`config.mk`:
```
export PLATFORM = sky130hd
export DESIGN_NAME = slot_free_stack_allocator_core_flat
export DESIGN_NICKNAME = d
export VERILOG_FILES = /design/src/design/sfsa_pkg.sv /design/src/design/sfsa_in_if.sv /design/src/design/sfsa_out_if.sv /design/src/design/sfsa_dpath.sv /design/src/design/sfsa_ctrl.sv /design/src/design/slot_free_stack_allocator_core.sv /design/src/flat_wrapper.sv
export SDC_FILE = /design/constraint.sdc
export NUM_CORES = 2
export LEC_CHECK = 0
export BUFFER_PORTS_ARGS = -buffer_cell sky130_fd_sc_hd__buf_2
export CORE_MARGIN = 2
export CORE_UTILIZATION = 55
export CTS_CLUSTER_SIZE = 24
export DETAILED_ROUTE_END_ITERATION = 10
export PLACE_DENSITY_LB_ADDON = 0.08
export SYNTH_ARGS = -nofsm -noshare
export SYNTH_HDL_FRONTEND = slang
export SYNTH_SLANG_ARGS = --single-unit
```
`constraint.sdc`:
```
create_clock -name clk -period 19.5 [get_ports clk]
set_input_delay 1.95 -clock clk [delete_from_list [all_inputs] [get_ports clk]]
set_output_delay 1.95 -clock clk [all_outputs]
set_load 0.02 [all_outputs]
```
`src/design/sfsa_pkg.sv`:
```
package sfsa_pkg;

  localparam int OP_W    = 2;
  localparam int IDX_W   = 9;
  localparam int GRANT_W = 8;
  localparam int FREE_W  = 9;
  localparam int CNT_W   = 32;

  localparam logic [OP_W-1:0] OP_ALLOC = 2'd0;
  localparam logic [OP_W-1:0] OP_FREE  = 2'd1;
  localparam logic [OP_W-1:0] OP_CLEAR = 2'd2;

  // write port source
  typedef enum logic [1:0] {
    WR_FILL,         // entry at fill pointer <- fill pointer + reserved count
    WR_IDX_AT_DEPTH, // entry at depth <- latched index
    WR_TOP_TO_HOLE   // entry at match position <- old top entry
  } wr_sel_t;

  typedef enum logic [1:0] {
    GR_ZERO,
    GR_IDX,
    GR_RD
  } grant_sel_t;

  typedef struct packed {
    logic       load_in;
    logic       fill_start;
    logic       fill_step;
    logic       fill_finish;
    logic       scan_start;
    logic       scan_step;
    logic       rd_top;
    logic       wr_en;
    wr_sel_t    wr_sel;
    logic       depth_inc;
    logic       depth_dec;
    logic       cnt_inc;
    logic       set_res;
    logic       res_ok;
    grant_sel_t grant_sel;
    logic       load_out;
  } sfsa_cmd_t;

  typedef struct packed {
    logic op_alloc;
    logic op_free;
    logic op_clear;
    logic idx_reserved;
    logic idx_any;
    logic stack_empty;
    logic stack_full;
    logic scan_hit;
    logic scan_miss;
    logic fill_done;
  } sfsa_stat_t;

endpackage

```
`src/design/sfsa_in_if.sv`:
```
interface sfsa_in_if;
  import sfsa_pkg::*;

  logic             valid;
  logic             ready;
  logic [OP_W-1:0]  operation;
  logic [IDX_W-1:0] slot_index;

  modport source (output valid, output operation, output slot_index, input ready);
  modport sink   (input valid, input operation, input slot_index, output ready);
endinterface

```
`src/design/sfsa_out_if.sv`:
```
interface sfsa_out_if;
  import sfsa_pkg::*;

  logic               valid;
  logic               ready;
  logic               success;
  logic [GRANT_W-1:0] granted_slot;
  logic [FREE_W-1:0]  free_slots;
  logic [CNT_W-1:0]   change_count;

  modport source (output valid, output success, output granted_slot, output free_slots,
                  output change_count, input ready);
  modport sink   (input valid, input success, input granted_slot, input free_slots,
                  input change_count, output ready);
endinterface

```
`src/design/sfsa_dpath.sv`:
```
module sfsa_dpath #(
  parameter int SLOTS    = 256,
  parameter int RESERVED = 8
) (
  input  logic                        clk,
  input  logic                        rst_n,
  input  sfsa_pkg::sfsa_cmd_t         cmd,
  input  logic [sfsa_pkg::OP_W-1:0]   in_operation,
  input  logic [sfsa_pkg::IDX_W-1:0]  in_slot_index,
  output sfsa_pkg::sfsa_stat_t        stat,
  output logic                        out_success,
  output logic [sfsa_pkg::GRANT_W-1:0] out_granted_slot,
  output logic [sfsa_pkg::FREE_W-1:0] out_free_slots,
  output logic [sfsa_pkg::CNT_W-1:0]  out_change_count
);
  import sfsa_pkg::*;

  localparam int ENT_W  = (SLOTS > 1) ? $clog2(SLOTS) : 1;
  localparam int ADR_W  = ENT_W;
  localparam int DEP_W  = $clog2(SLOTS + 1);
  localparam int FILL_N = (SLOTS > RESERVED) ? SLOTS - RESERVED : 0;

  logic [ENT_W-1:0]   stack_mem_r [SLOTS];
  logic [ENT_W-1:0]   rd_data_r;
  logic [OP_W-1:0]    op_r;
  logic [IDX_W-1:0]   idx_r;
  logic [DEP_W-1:0]   depth_r;
  logic [CNT_W-1:0]   count_r;
  logic [DEP_W-1:0]   fill_ptr_r;
  logic [DEP_W-1:0]   scan_ptr_r;
  logic [DEP_W-1:0]   cmp_pos_r;
  logic               cmp_vld_r;
  logic               res_ok_r;
  logic [GRANT_W-1:0] res_grant_r;
  logic               out_success_r;
  logic [GRANT_W-1:0] out_grant_r;
  logic [FREE_W-1:0]  out_free_r;
  logic [CNT_W-1:0]   out_count_r;

  logic               scan_more;
  logic               rd_en;
  logic [ADR_W-1:0]   rd_addr;
  logic [ADR_W-1:0]   wr_addr;
  logic [ENT_W-1:0]   wr_data;
  logic [GRANT_W-1:0] grant_nxt;

  assign scan_more = scan_ptr_r < depth_r;
  assign rd_en     = cmd.rd_top | (cmd.scan_step & scan_more);
  assign rd_addr   = cmd.rd_top ? ADR_W'(depth_r - DEP_W'(1)) : scan_ptr_r[ADR_W-1:0];

  always_comb begin
    unique case (cmd.wr_sel)
      WR_FILL: begin
        wr_addr = fill_ptr_r[ADR_W-1:0];
        wr_data = ENT_W'(32'(fill_ptr_r) + 32'(RESERVED));
      end
      WR_IDX_AT_DEPTH: begin
        wr_addr = depth_r[ADR_W-1:0];
        wr_data = ENT_W'(idx_r);
      end
      WR_TOP_TO_HOLE: begin
        wr_addr = cmp_pos_r[ADR_W-1:0];
        wr_data = rd_data_r;
      end
      default: begin
        wr_addr = '0;
        wr_data = '0;
      end
    endcase
  end

  always_comb begin
    unique case (cmd.grant_sel)
      GR_ZERO: grant_nxt = '0;
      GR_IDX:  grant_nxt = idx_r[GRANT_W-1:0];
      GR_RD:   grant_nxt = GRANT_W'(rd_data_r);
      default: grant_nxt = '0;
    endcase
  end

  always_ff @(posedge clk) begin
    if (rd_en) begin
      rd_data_r <= stack_mem_r[rd_addr];
    end
    if (cmd.wr_en || cmd.fill_step) begin
      stack_mem_r[cmd.fill_step ? fill_ptr_r[ADR_W-1:0] : wr_addr] <=
        cmd.fill_step ? ENT_W'(32'(fill_ptr_r) + 32'(RESERVED)) : wr_data;
    end
  end

  always_ff @(posedge clk) begin
    if (!rst_n) begin
      depth_r    <= '0;
      count_r    <= '0;
      fill_ptr_r <= '0;
      scan_ptr_r <= '0;
      cmp_vld_r  <= 1'b0;
    end else begin
      if (cmd.fill_start) begin
        fill_ptr_r <= '0;
      end else if (cmd.fill_step) begin
        fill_ptr_r <= fill_ptr_r + DEP_W'(1);
      end
      if (cmd.fill_finish) begin
        depth_r <= DEP_W'(FILL_N);
      end else if (cmd.depth_inc) begin
        depth_r <= depth_r + DEP_W'(1);
      end else if (cmd.depth_dec) begin
        depth_r <= depth_r - DEP_W'(1);
      end
      if (cmd.cnt_inc) begin
        count_r <= count_r + CNT_W'(1);
      end
      if (cmd.scan_start) begin
        scan_ptr_r <= '0;
        cmp_vld_r  <= 1'b0;
      end else if (cmd.scan_step) begin
        // issue one read a cycle; the compare lands in the cycle after
        cmp_vld_r <= scan_more;
        if (scan_more) begin
          scan_ptr_r <= scan_ptr_r + DEP_W'(1);
        end
      end else if (cmd.rd_top) begin
        // drop the stale compare once the top entry is fetched
        cmp_vld_r <= 1'b0;
      end
    end
  end

  always_ff @(posedge clk) begin
    if (cmd.load_in) begin
      op_r  <= in_operation;
      idx_r <= in_slot_index;
    end
    if (cmd.scan_step && scan_more) begin
      cmp_pos_r <= scan_ptr_r;
    end
    if (cmd.set_res) begin
      res_ok_r    <= cmd.res_ok;
      res_grant_r <= grant_nxt;
    end
    if (cmd.load_out) begin
      out_success_r <= res_ok_r;
      out_grant_r   <= res_grant_r;
      out_free_r    <= FREE_W'(depth_r);
      out_count_r   <= count_r;
    end
  end

  always_comb begin
    stat.op_alloc     = (op_r == OP_ALLOC);
    stat.op_free      = (op_r == OP_FREE);
    stat.op_clear     = (op_r == OP_CLEAR);
    stat.idx_reserved = 32'(idx_r) < 32'(RESERVED);
    stat.idx_any      = 32'(idx_r) >= 32'(SLOTS);
    stat.stack_empty  = (depth_r == '0);
    stat.stack_full   = 32'(depth_r) >= 32'(SLOTS);
    stat.scan_hit     = cmp_vld_r && (32'(rd_data_r) == 32'(idx_r));
    stat.scan_miss    = !cmp_vld_r && !scan_more;
    stat.fill_done    = (fill_ptr_r == DEP_W'(FILL_N));
  end

  assign out_success      = out_success_r;
  assign out_granted_slot = out_grant_r;
  assign out_free_slots   = out_free_r;
  assign out_change_count = out_count_r;

  a_depth_bound: assert property (@(posedge clk) disable iff (!rst_n)
    32'(depth_r) <= 32'(SLOTS))
    else $error("stack depth beyond slot count");

  a_hit_in_stack: assert property (@(posedge clk) disable iff (!rst_n)
    stat.scan_hit |-> cmp_pos_r < depth_r)
    else $error("match position outside the live stack");

  a_count_step: assert property (@(posedge clk) disable iff (!rst_n)
    $past(rst_n) |-> (count_r == $past(count_r) || count_r == $past(count_r) + CNT_W'(1)))
    else $error("change counter moved by more than one");

  a_refill_depth: assert property (@(posedge clk) disable iff (!rst_n)
    $past(rst_n) && $past(cmd.fill_finish) |-> depth_r == DEP_W'(FILL_N))
    else $error("refill left a wrong depth");

endmodule

```
`src/design/sfsa_ctrl.sv`:
```
module sfsa_ctrl (
  input  logic                 clk,
  input  logic                 rst_n,
  input  logic                 in_valid,
  output logic                 in_ready,
  output logic                 out_valid,
  input  logic                 out_ready,
  input  sfsa_pkg::sfsa_stat_t stat,
  output sfsa_pkg::sfsa_cmd_t  cmd
);
  import sfsa_pkg::*;

  typedef enum logic [3:0] {
    S_BOOT,
    S_IDLE,
    S_DISPATCH,
    S_POP,
    S_SCAN,
    S_SWAP_LO,
    S_SWAP_HI,
    S_FILL,
    S_DONE
  } state_t;

  state_t state_r, state_nxt;
  logic   in_ready_r;
  logic   out_valid_r;

  always_comb begin
    cmd       = '0;
    state_nxt = state_r;
    unique case (state_r)
      S_BOOT: begin
        if (stat.fill_done) begin
          cmd.fill_finish = 1'b1;
          state_nxt       = S_IDLE;
        end else begin
          cmd.fill_step = 1'b1;
        end
      end
      S_IDLE: begin
        if (in_valid && in_ready_r) begin
          cmd.load_in = 1'b1;
          state_nxt   = S_DISPATCH;
        end
      end
      S_DISPATCH: begin
        state_nxt   = S_DONE;
        cmd.set_res = 1'b1;
        priority if (stat.op_alloc) begin
          priority if (stat.idx_reserved) begin
            cmd.res_ok    = 1'b1;
            cmd.grant_sel = GR_IDX;
          end else if (stat.idx_any) begin
            if (!stat.stack_empty) begin
              cmd.set_res = 1'b0;
              cmd.rd_top  = 1'b1;
              state_nxt   = S_POP;
            end
          end else begin
            cmd.set_res    = 1'b0;
            cmd.scan_start = 1'b1;
            state_nxt      = S_SCAN;
          end
        end else if (stat.op_free) begin
          priority if (stat.idx_any || stat.stack_full) begin
            cmd.res_ok = 1'b0;
          end else if (stat.idx_reserved) begin
            cmd.res_ok = 1'b1;
          end else begin
            cmd.res_ok    = 1'b1;
            cmd.wr_en     = 1'b1;
            cmd.wr_sel    = WR_IDX_AT_DEPTH;
            cmd.depth_inc = 1'b1;
            cmd.cnt_inc   = 1'b1;
          end
        end else if (stat.op_clear) begin
          cmd.set_res    = 1'b0;
          cmd.fill_start = 1'b1;
          state_nxt      = S_FILL;
        end else begin
          cmd.res_ok = 1'b0;
        end
      end
      S_POP: begin
        cmd.set_res   = 1'b1;
        cmd.res_ok    = 1'b1;
        cmd.grant_sel = GR_RD;
        cmd.depth_dec = 1'b1;
        cmd.cnt_inc   = 1'b1;
        state_nxt     = S_DONE;
      end
      S_SCAN: begin
        priority if (stat.scan_hit) begin
          // fetch the top entry to fill the hole
          cmd.rd_top    = 1'b1;
          cmd.depth_dec = 1'b1;
          cmd.cnt_inc   = 1'b1;
          state_nxt     = S_SWAP_LO;
        end else if (stat.scan_miss) begin
          cmd.set_res   = 1'b1;
          cmd.res_ok    = 1'b1;
          cmd.grant_sel = GR_IDX;
          state_nxt     = S_DONE;
        end else begin
          cmd.scan_step = 1'b1;
        end
      end
      S_SWAP_LO: begin
        cmd.wr_en  = 1'b1;
        cmd.wr_sel = WR_TOP_TO_HOLE;
        state_nxt  = S_SWAP_HI;
      end
      S_SWAP_HI: begin
        cmd.wr_en     = 1'b1;
        cmd.wr_sel    = WR_IDX_AT_DEPTH;
        cmd.set_res   = 1'b1;
        cmd.res_ok    = 1'b1;
        cmd.grant_sel = GR_IDX;
        state_nxt     = S_DONE;
      end
      S_FILL: begin
        if (stat.fill_done) begin
          cmd.fill_finish = 1'b1;
          cmd.set_res     = 1'b1;
          cmd.res_ok      = 1'b1;
          state_nxt       = S_DONE;
        end else begin
          cmd.fill_step = 1'b1;
        end
      end
      S_DONE: begin
        // hold until the output register is free
        if (!out_valid_r || out_ready) begin
          cmd.load_out = 1'b1;
          state_nxt    = S_IDLE;
        end
      end
      default: state_nxt = S_IDLE;
    endcase
  end

  always_ff @(posedge clk) begin
    if (!rst_n) begin
      state_r     <= S_BOOT;
      in_ready_r  <= 1'b0;
      out_valid_r <= 1'b0;
    end else begin
      state_r     <= state_nxt;
      in_ready_r  <= (state_nxt == S_IDLE);
      out_valid_r <= cmd.load_out | (out_valid_r & ~out_ready);
    end
  end

  assign in_ready  = in_ready_r;
  assign out_valid = out_valid_r;

  a_ready_idle: assert property (@(posedge clk) disable iff (!rst_n)
    in_ready_r |-> state_r == S_IDLE)
    else $error("input ready outside idle");

  a_no_overwrite: assert property (@(posedge clk) disable iff (!rst_n)
    cmd.load_out |-> (!out_valid_r || out_ready))
    else $error("result register overwritten before transfer");

  a_boot_quiet: assert property (@(posedge clk) disable iff (!rst_n)
    (state_r == S_BOOT || state_r == S_FILL) |-> !in_ready_r && !cmd.load_in)
    else $error("item taken during refill");

endmodule

```
`src/design/slot_free_stack_allocator_core.sv`:
```
// Slot allocator with a stack of free slot numbers.
// in_ch carries operation (allocate, free, clear) and slot_index; out_ch
// returns success, granted_slot, free_slots and change_count, one result per
// item. Both are valid/ready channels; a transfer happens when both are high.
// Slots below RESERVED are never stacked; allocate of SLOTS or more pops the
// top entry, allocate of a specific slot searches the stack for it.
// A reserved allocate, a free or a failed request goes from S_DISPATCH
// straight to S_DONE; a pop passes through S_POP; a specific allocate
// scans in S_SCAN (one stack entry compared per cycle through the single
// read port), then on a hit swaps in S_SWAP_LO and S_SWAP_HI; a clear
// refills in S_FILL (one entry written per cycle). in_ch.ready rises on
// the same edge as out_ch.valid, so the next item may enter while
// that result waits. After reset the stack is refilled one entry per
// cycle, with in_ch.ready low.
// When the receiver stalls, the result holds in the output register and the
// block stops in its final state after finishing at most one more item.
module slot_free_stack_allocator_core #(
  parameter int SLOTS    = 256,
  parameter int RESERVED = 8
) (
  input logic        clk,
  input logic        rst_n,
  sfsa_in_if.sink    in_ch,
  sfsa_out_if.source out_ch
);
  import sfsa_pkg::*;

  sfsa_cmd_t  cmd;
  sfsa_stat_t stat;

  sfsa_ctrl u_ctrl (
    .clk       (clk),
    .rst_n     (rst_n),
    .in_valid  (in_ch.valid),
    .in_ready  (in_ch.ready),
    .out_valid (out_ch.valid),
    .out_ready (out_ch.ready),
    .stat      (stat),
    .cmd       (cmd)
  );

  sfsa_dpath #(
    .SLOTS    (SLOTS),
    .RESERVED (RESERVED)
  ) u_dpath (
    .clk              (clk),
    .rst_n            (rst_n),
    .cmd              (cmd),
    .in_operation     (in_ch.operation),
    .in_slot_index    (in_ch.slot_index),
    .stat             (stat),
    .out_success      (out_ch.success),
    .out_granted_slot (out_ch.granted_slot),
    .out_free_slots   (out_ch.free_slots),
    .out_change_count (out_ch.change_count)
  );

endmodule
```
`src/flat_wrapper.sv`:
```
// flat-port wrapper written by rule: the top's interface ports become plain ports
module slot_free_stack_allocator_core_flat import sfsa_pkg::*;
#(
  parameter int SLOTS    = 256,
  parameter int RESERVED = 8
)
  (clk, rst_n, in_ch_valid, in_ch_operation, in_ch_slot_index, in_ch_ready, out_ch_valid, out_ch_success, out_ch_granted_slot, out_ch_free_slots, out_ch_change_count, out_ch_ready);
  sfsa_in_if in_ch_i ();
  sfsa_out_if out_ch_i ();
  input logic clk;
  input logic rst_n;
  input wire logic [$bits(in_ch_i.valid)-1:0] in_ch_valid;
  input wire logic [$bits(in_ch_i.operation)-1:0] in_ch_operation;
  input wire logic [$bits(in_ch_i.slot_index)-1:0] in_ch_slot_index;
  output wire logic [$bits(in_ch_i.ready)-1:0] in_ch_ready;
  output wire logic [$bits(out_ch_i.valid)-1:0] out_ch_valid;
  output wire logic [$bits(out_ch_i.success)-1:0] out_ch_success;
  output wire logic [$bits(out_ch_i.granted_slot)-1:0] out_ch_granted_slot;
  output wire logic [$bits(out_ch_i.free_slots)-1:0] out_ch_free_slots;
  output wire logic [$bits(out_ch_i.change_count)-1:0] out_ch_change_count;
  input wire logic [$bits(out_ch_i.ready)-1:0] out_ch_ready;
  assign in_ch_i.valid = in_ch_valid;
  assign in_ch_i.operation = in_ch_operation;
  assign in_ch_i.slot_index = in_ch_slot_index;
  assign in_ch_ready = in_ch_i.ready;
  assign out_ch_valid = out_ch_i.valid;
  assign out_ch_success = out_ch_i.success;
  assign out_ch_granted_slot = out_ch_i.granted_slot;
  assign out_ch_free_slots = out_ch_i.free_slots;
  assign out_ch_change_count = out_ch_i.change_count;
  assign out_ch_i.ready = out_ch_ready;
  slot_free_stack_allocator_core #(.SLOTS(SLOTS), .RESERVED(RESERVED)) u_core (.clk(clk), .rst_n(rst_n), .in_ch(in_ch_i), .out_ch(out_ch_i));
endmodule
```
==> flow_metrics.py <==
metrics = {
    "status": {
        "status": "finished clean",
    },
    "clocking": {
        "ctsLongestPathBuffers": 3,
        "cts_tree": "yes",
        "cts_sinks": 2200,
        "numCtsBuffers": 219,
        "root_buffer": "clkbuf_16",
        "htreeDepth": 4,
        "holdBufCountCts": 0,
        "cts_setup_buffers": 0,
        "clkSlewWorstSetupHoldPaths_ps": 60,
        "insertion_delay_ps": 860,
        "post_cts_resized": 0,
    },
    "synthesis": {
        "netlist_instances": 6708,
        "avgSynthCellArea_um2": 13.2,
        "syn_nets": 6741,
        "synthArstFlopShare_pct": 0,
        "synthDominantCellAreaShare_pct": 72.6,
        "ys.flop_type": "edfxtp_1",
        "synth-edff-count": 2134,
        "synth_seq_area_share_pct": 74.0,
        "synth_cell_types": 80,
        "yosysTopAreaCell": "edfxtp_1",
        "synthTopCellsByArea": "edfxtp_1 (73%), nand2_1 (7.4%), nand3_1 (3.3%)",
        "yosysWarnings": 0,
        "synth-seq-cells": 2200,
        "syn_area_mm2": 0.0883,
    },
    "power": {
        "p_leak_nw": 33.4,
        "intPower_mw": 7.48,
        "netSwitchingFraction_pct": 20.1,
        "clkPwrFrac_pct": 43.8,
        "power.net_switching_mw": 1.88,
        "power_frac_seq_pct": 55.1,
        "p_comb_share_pct": 1.1,
        "ir_worst_vdd_v": 0.0000922,
        "power_density_mw_per_mm2": 95.8,
    },
    "layout": {
        "multi_input_area_mm2": 0.0213,
        "finalNetCount": 6750,
        "drive_above_1_share_pct": 8.33,
        "areaGrowthSynthToFinish_pct": 10.6,
        "final_util_pct": 61.1,
        "fillers": 12302,
        "regArea_mm2": 0.0654,
    },
    "die": {
        "dieArea_mm2": 0.164,
        "ios": 67,
        "die_x_um": 405,
        "coreArea_mm2": 0.160,
        "dieHeight_um": 405,
        "rows": 147,
        "start_util_pct": 55.2,
    },
    "route": {
        "post_drt_wl_per_cell_um": 29.6,
        "vias_per_cell": 6.38,
        "drtIter0Drc": 8639,
        "num_vias": 57366,
        "drt_first_pass_iters": 9,
        "drcViolationCount": 0,
        "routed_wl_mm": 266,
        "ant_nets": 0,
    },
    "sta": {
        "whs_ps": 420,
        "worst_pin_slew_ps": 1430,
        "skew_ps": 33.0,
        "rsz0062_at_grt": "false",
        "relSlewSlack_pct": 4.07,
        "post-route-period-util_pct": 38.6,
        "hold_viol": 0,
        "finalMaxSlewViolations": 0,
        "finalSetupTns_ps": 0,
        "setup_viol": 0,
        "fin_crit_ps": 7520,
        "fmaxAchievable_mhz": 133,
    },
    "setup_path": {
        "worstPathCellList": "or4b_4, or3_4, or4_1, o211ai_4, buf_4, buf_4, buf_4, buf_4, buf_4, nand2_1, a31oi_1, nand4_1, nand4_1, or4_1, o31ai_1, a311oi_1",
        "crit_end": "u_core.u_dpath.rd_data_r[3]",
        "r2r_start": "u_core.u_ctrl.state_r[2]",
        "reg2reg_slack_ps": 11980,
        "crit_fanout": 58,
        "critPathMostFrequentCell": "buf_4",
        "reg2reg_depth": 16,
        "r2r_end": "u_core.u_dpath.rd_data_r[3]",
        "crit_arrival_ps": 8050,
        "path_class": "reg2reg",
        "critical_path.startpoint_type": "flop",
        "cp-end-kind": "flop",
        "cp_slowest_cell": "a311oi_1",
        "cpPeakStageDelay_ps": 720,
        "crit_start": "u_core.u_ctrl.state_r[2]",
        "required_ps": 20030,
    },
    "placed_design": {
        "globalplace.congestion": 0.917,
        "port_buffers": 66,
        "dp_hpwl_mm": 163,
    },
    "global_route": {
        "grt_start_max_net_pins": 189,
        "grt_remaining_overflow": 0,
        "grt_pass1_wl_mm": 379,
        "grt_pass1_vias": 52473,
        "grt_antenna_before_repair": 19,
        "track_usage_pct": 32.2,
    },
    "min_path": {
        "min_path_type": "reg2reg",
    },
    "flow_run": {
        "maxCapViolCount": 0,
    },
}
[worst max-delay path: cells and delay by family (launching register included)]
family	cells	cell delay [ps]
buffers and inverters	5	3000
AO/OA/AOI/OAI	4	1110
AND/OR/NAND/NOR	7	2400
flip-flops	1	560
[per-stage QoR]
stage,instances,setup slack [ps],power (mW),instance area (µm²)
2_1_floorplan,6708,5640,5.32,88300
6_report,8997,11980,9.36,97700
3_5_place_dp,8582,12240,5.36,90800
3_3_place_gp,8582,12250,5.36,90800
4_1_cts,8992,12210,9.39,97700
5_1_grt,8992,11630,9.58,97700
[power groups by stage]
stage | logic, mW | clock network [mW] | registers [mW]
floorplan | 0.0404 | 0 | 5.28
global placement | 0.0952 | 0 | 5.26
detailed placement | 0.0978 | 0 | 5.26
CTS | 0.0979 | 4.13 | 5.16
global route | 0.103 | 4.31 | 5.16
finish | 0.101 | 4.10 | 5.16
[worst min path at each step]
stage | startpoint | cells after the start | end
after floorplan | u_core.u_dpath.res_grant_r[0] | 0 | u_core.u_dpath.out_granted_slot[0]
after global placement | u_core.u_dpath.res_ok_r | 0 | u_core.u_dpath.out_success
after detailed placement | u_core.u_dpath.res_grant_r[7] | 0 | u_core.u_dpath.out_granted_slot[7]
after CTS | u_core.u_dpath.res_grant_r[7] | 0 | u_core.u_dpath.out_granted_slot[7]
after global routing | u_core.u_dpath.res_grant_r[6] | 0 | u_core.u_dpath.out_granted_slot[6]
final | u_core.u_dpath.res_grant_r[7] | 0 | u_core.u_dpath.out_granted_slot[7]
[routing by layer]
metal / vias to the layer above / GRT usage (%) / share of wire, %
met4: 12 / 11.3 / 3.7
met1: 28639 / 47.3 / 41
met2: 3283 / 46.8 / 44
met3: 503 / 8.01 / 12
li1: 24929 / - / -
met5: - / 0 / 0.026
[cells in the final DEF, fill, tap and decap left out, types with 13 or more instances in the layout]
cell type  instances
or3_1             18
xor2_1            23
and3_1            38
clkbuf_1          42
edfxtp_1        2134
clkinv_2          48
a21oi_1           90
nand4_1          154
nor2b_1           96
a211oi_1          88
a311oi_1          48
a2111oi_0         19
clkbuf_16        223
inv_1             19
dfxtp_1           66
xnor2_1           40
a21boi_0          13
clkinv_1          60
mux2i_1          131
nand3_1          575
nor4_1            30
nand2_1         1728
and2_1            38
o21ai_0           41
o22ai_1           34
bufinv_16         16
nor2_1           364
a22oi_1           29
ha_1              18
buf_2             66
a31oi_1          191
a32oi_1           32
nor3_1            37
buf_4            126
[synth_stat cells, types with 34 or more instances]
cell,number
buf_2,194
and3_1,38
nor3_1,39
nor2_1,365
buf_1,42
dfxtp_1,66
a31oi_1,197
xnor2_1,40
mux2i_1,131
and2_1,39
a211oi_1,88
clkbuf_1,140
o22ai_1,34
o21ai_0,46
a311oi_1,48
nor2b_1,96
nand4_1,154
nand2_1,1735
a21oi_1,90
nand3_1,582
edfxtp_1,2134
[flip-flops by register name, summed over array words and instances, names as in the netlist, 2 cells and up]
| signal | flops |
|---|---|
| u_core.u_dpath.stack_mem_r | 2048 |
| u_core.u_dpath.count_r | 32 |
| u_core.u_dpath.out_change_count | 32 |
| u_core.u_dpath.depth_r | 9 |
| u_core.u_dpath.fill_ptr_r | 9 |
| u_core.u_dpath.idx_r | 9 |
| u_core.u_dpath.out_free_slots | 9 |
| u_core.u_dpath.scan_ptr_r | 9 |
| u_core.u_dpath.cmp_pos_r | 8 |
| u_core.u_dpath.out_granted_slot | 8 |
| u_core.u_dpath.rd_data_r | 8 |
| u_core.u_dpath.res_grant_r | 8 |
| u_core.u_ctrl.state_r | 4 |
| u_core.u_dpath.op_r | 2 |
[cells by family (layout without fill, tap and decap cells)]
| kind of cell | Yosys count | after routing | synth area share (%) |
|---|---|---|---|
| buffers and inverters | 430 | 628 | 2.27 |
| multiplexers | 141 | 141 | 1.61 |
| XOR/XNOR | 63 | 63 | 0.625 |
| AND/OR/NAND/NOR | 3149 | 3149 | 15.6 |
| other | 0 | 5 | 0 |
| adder cells (fa/ha/maj) | 18 | 18 | 0.255 |
| flip-flops | 2200 | 2200 | 74.0 |
| AO/OA/AOI/OAI | 707 | 707 | 5.62 |
[final cells by class]
type                       instances  area share (%)
antenna                            5          0.0128
clock buffer                     267            5.90
clock inverter                   143            1.21
inverter                          19          0.0730
multi-input combinational       4078            21.8
sequential                      2200            66.9
tap                             2086            2.67
timing repair buffer             199            1.45
No activity file was read; power rests on OpenSTA's default activity.
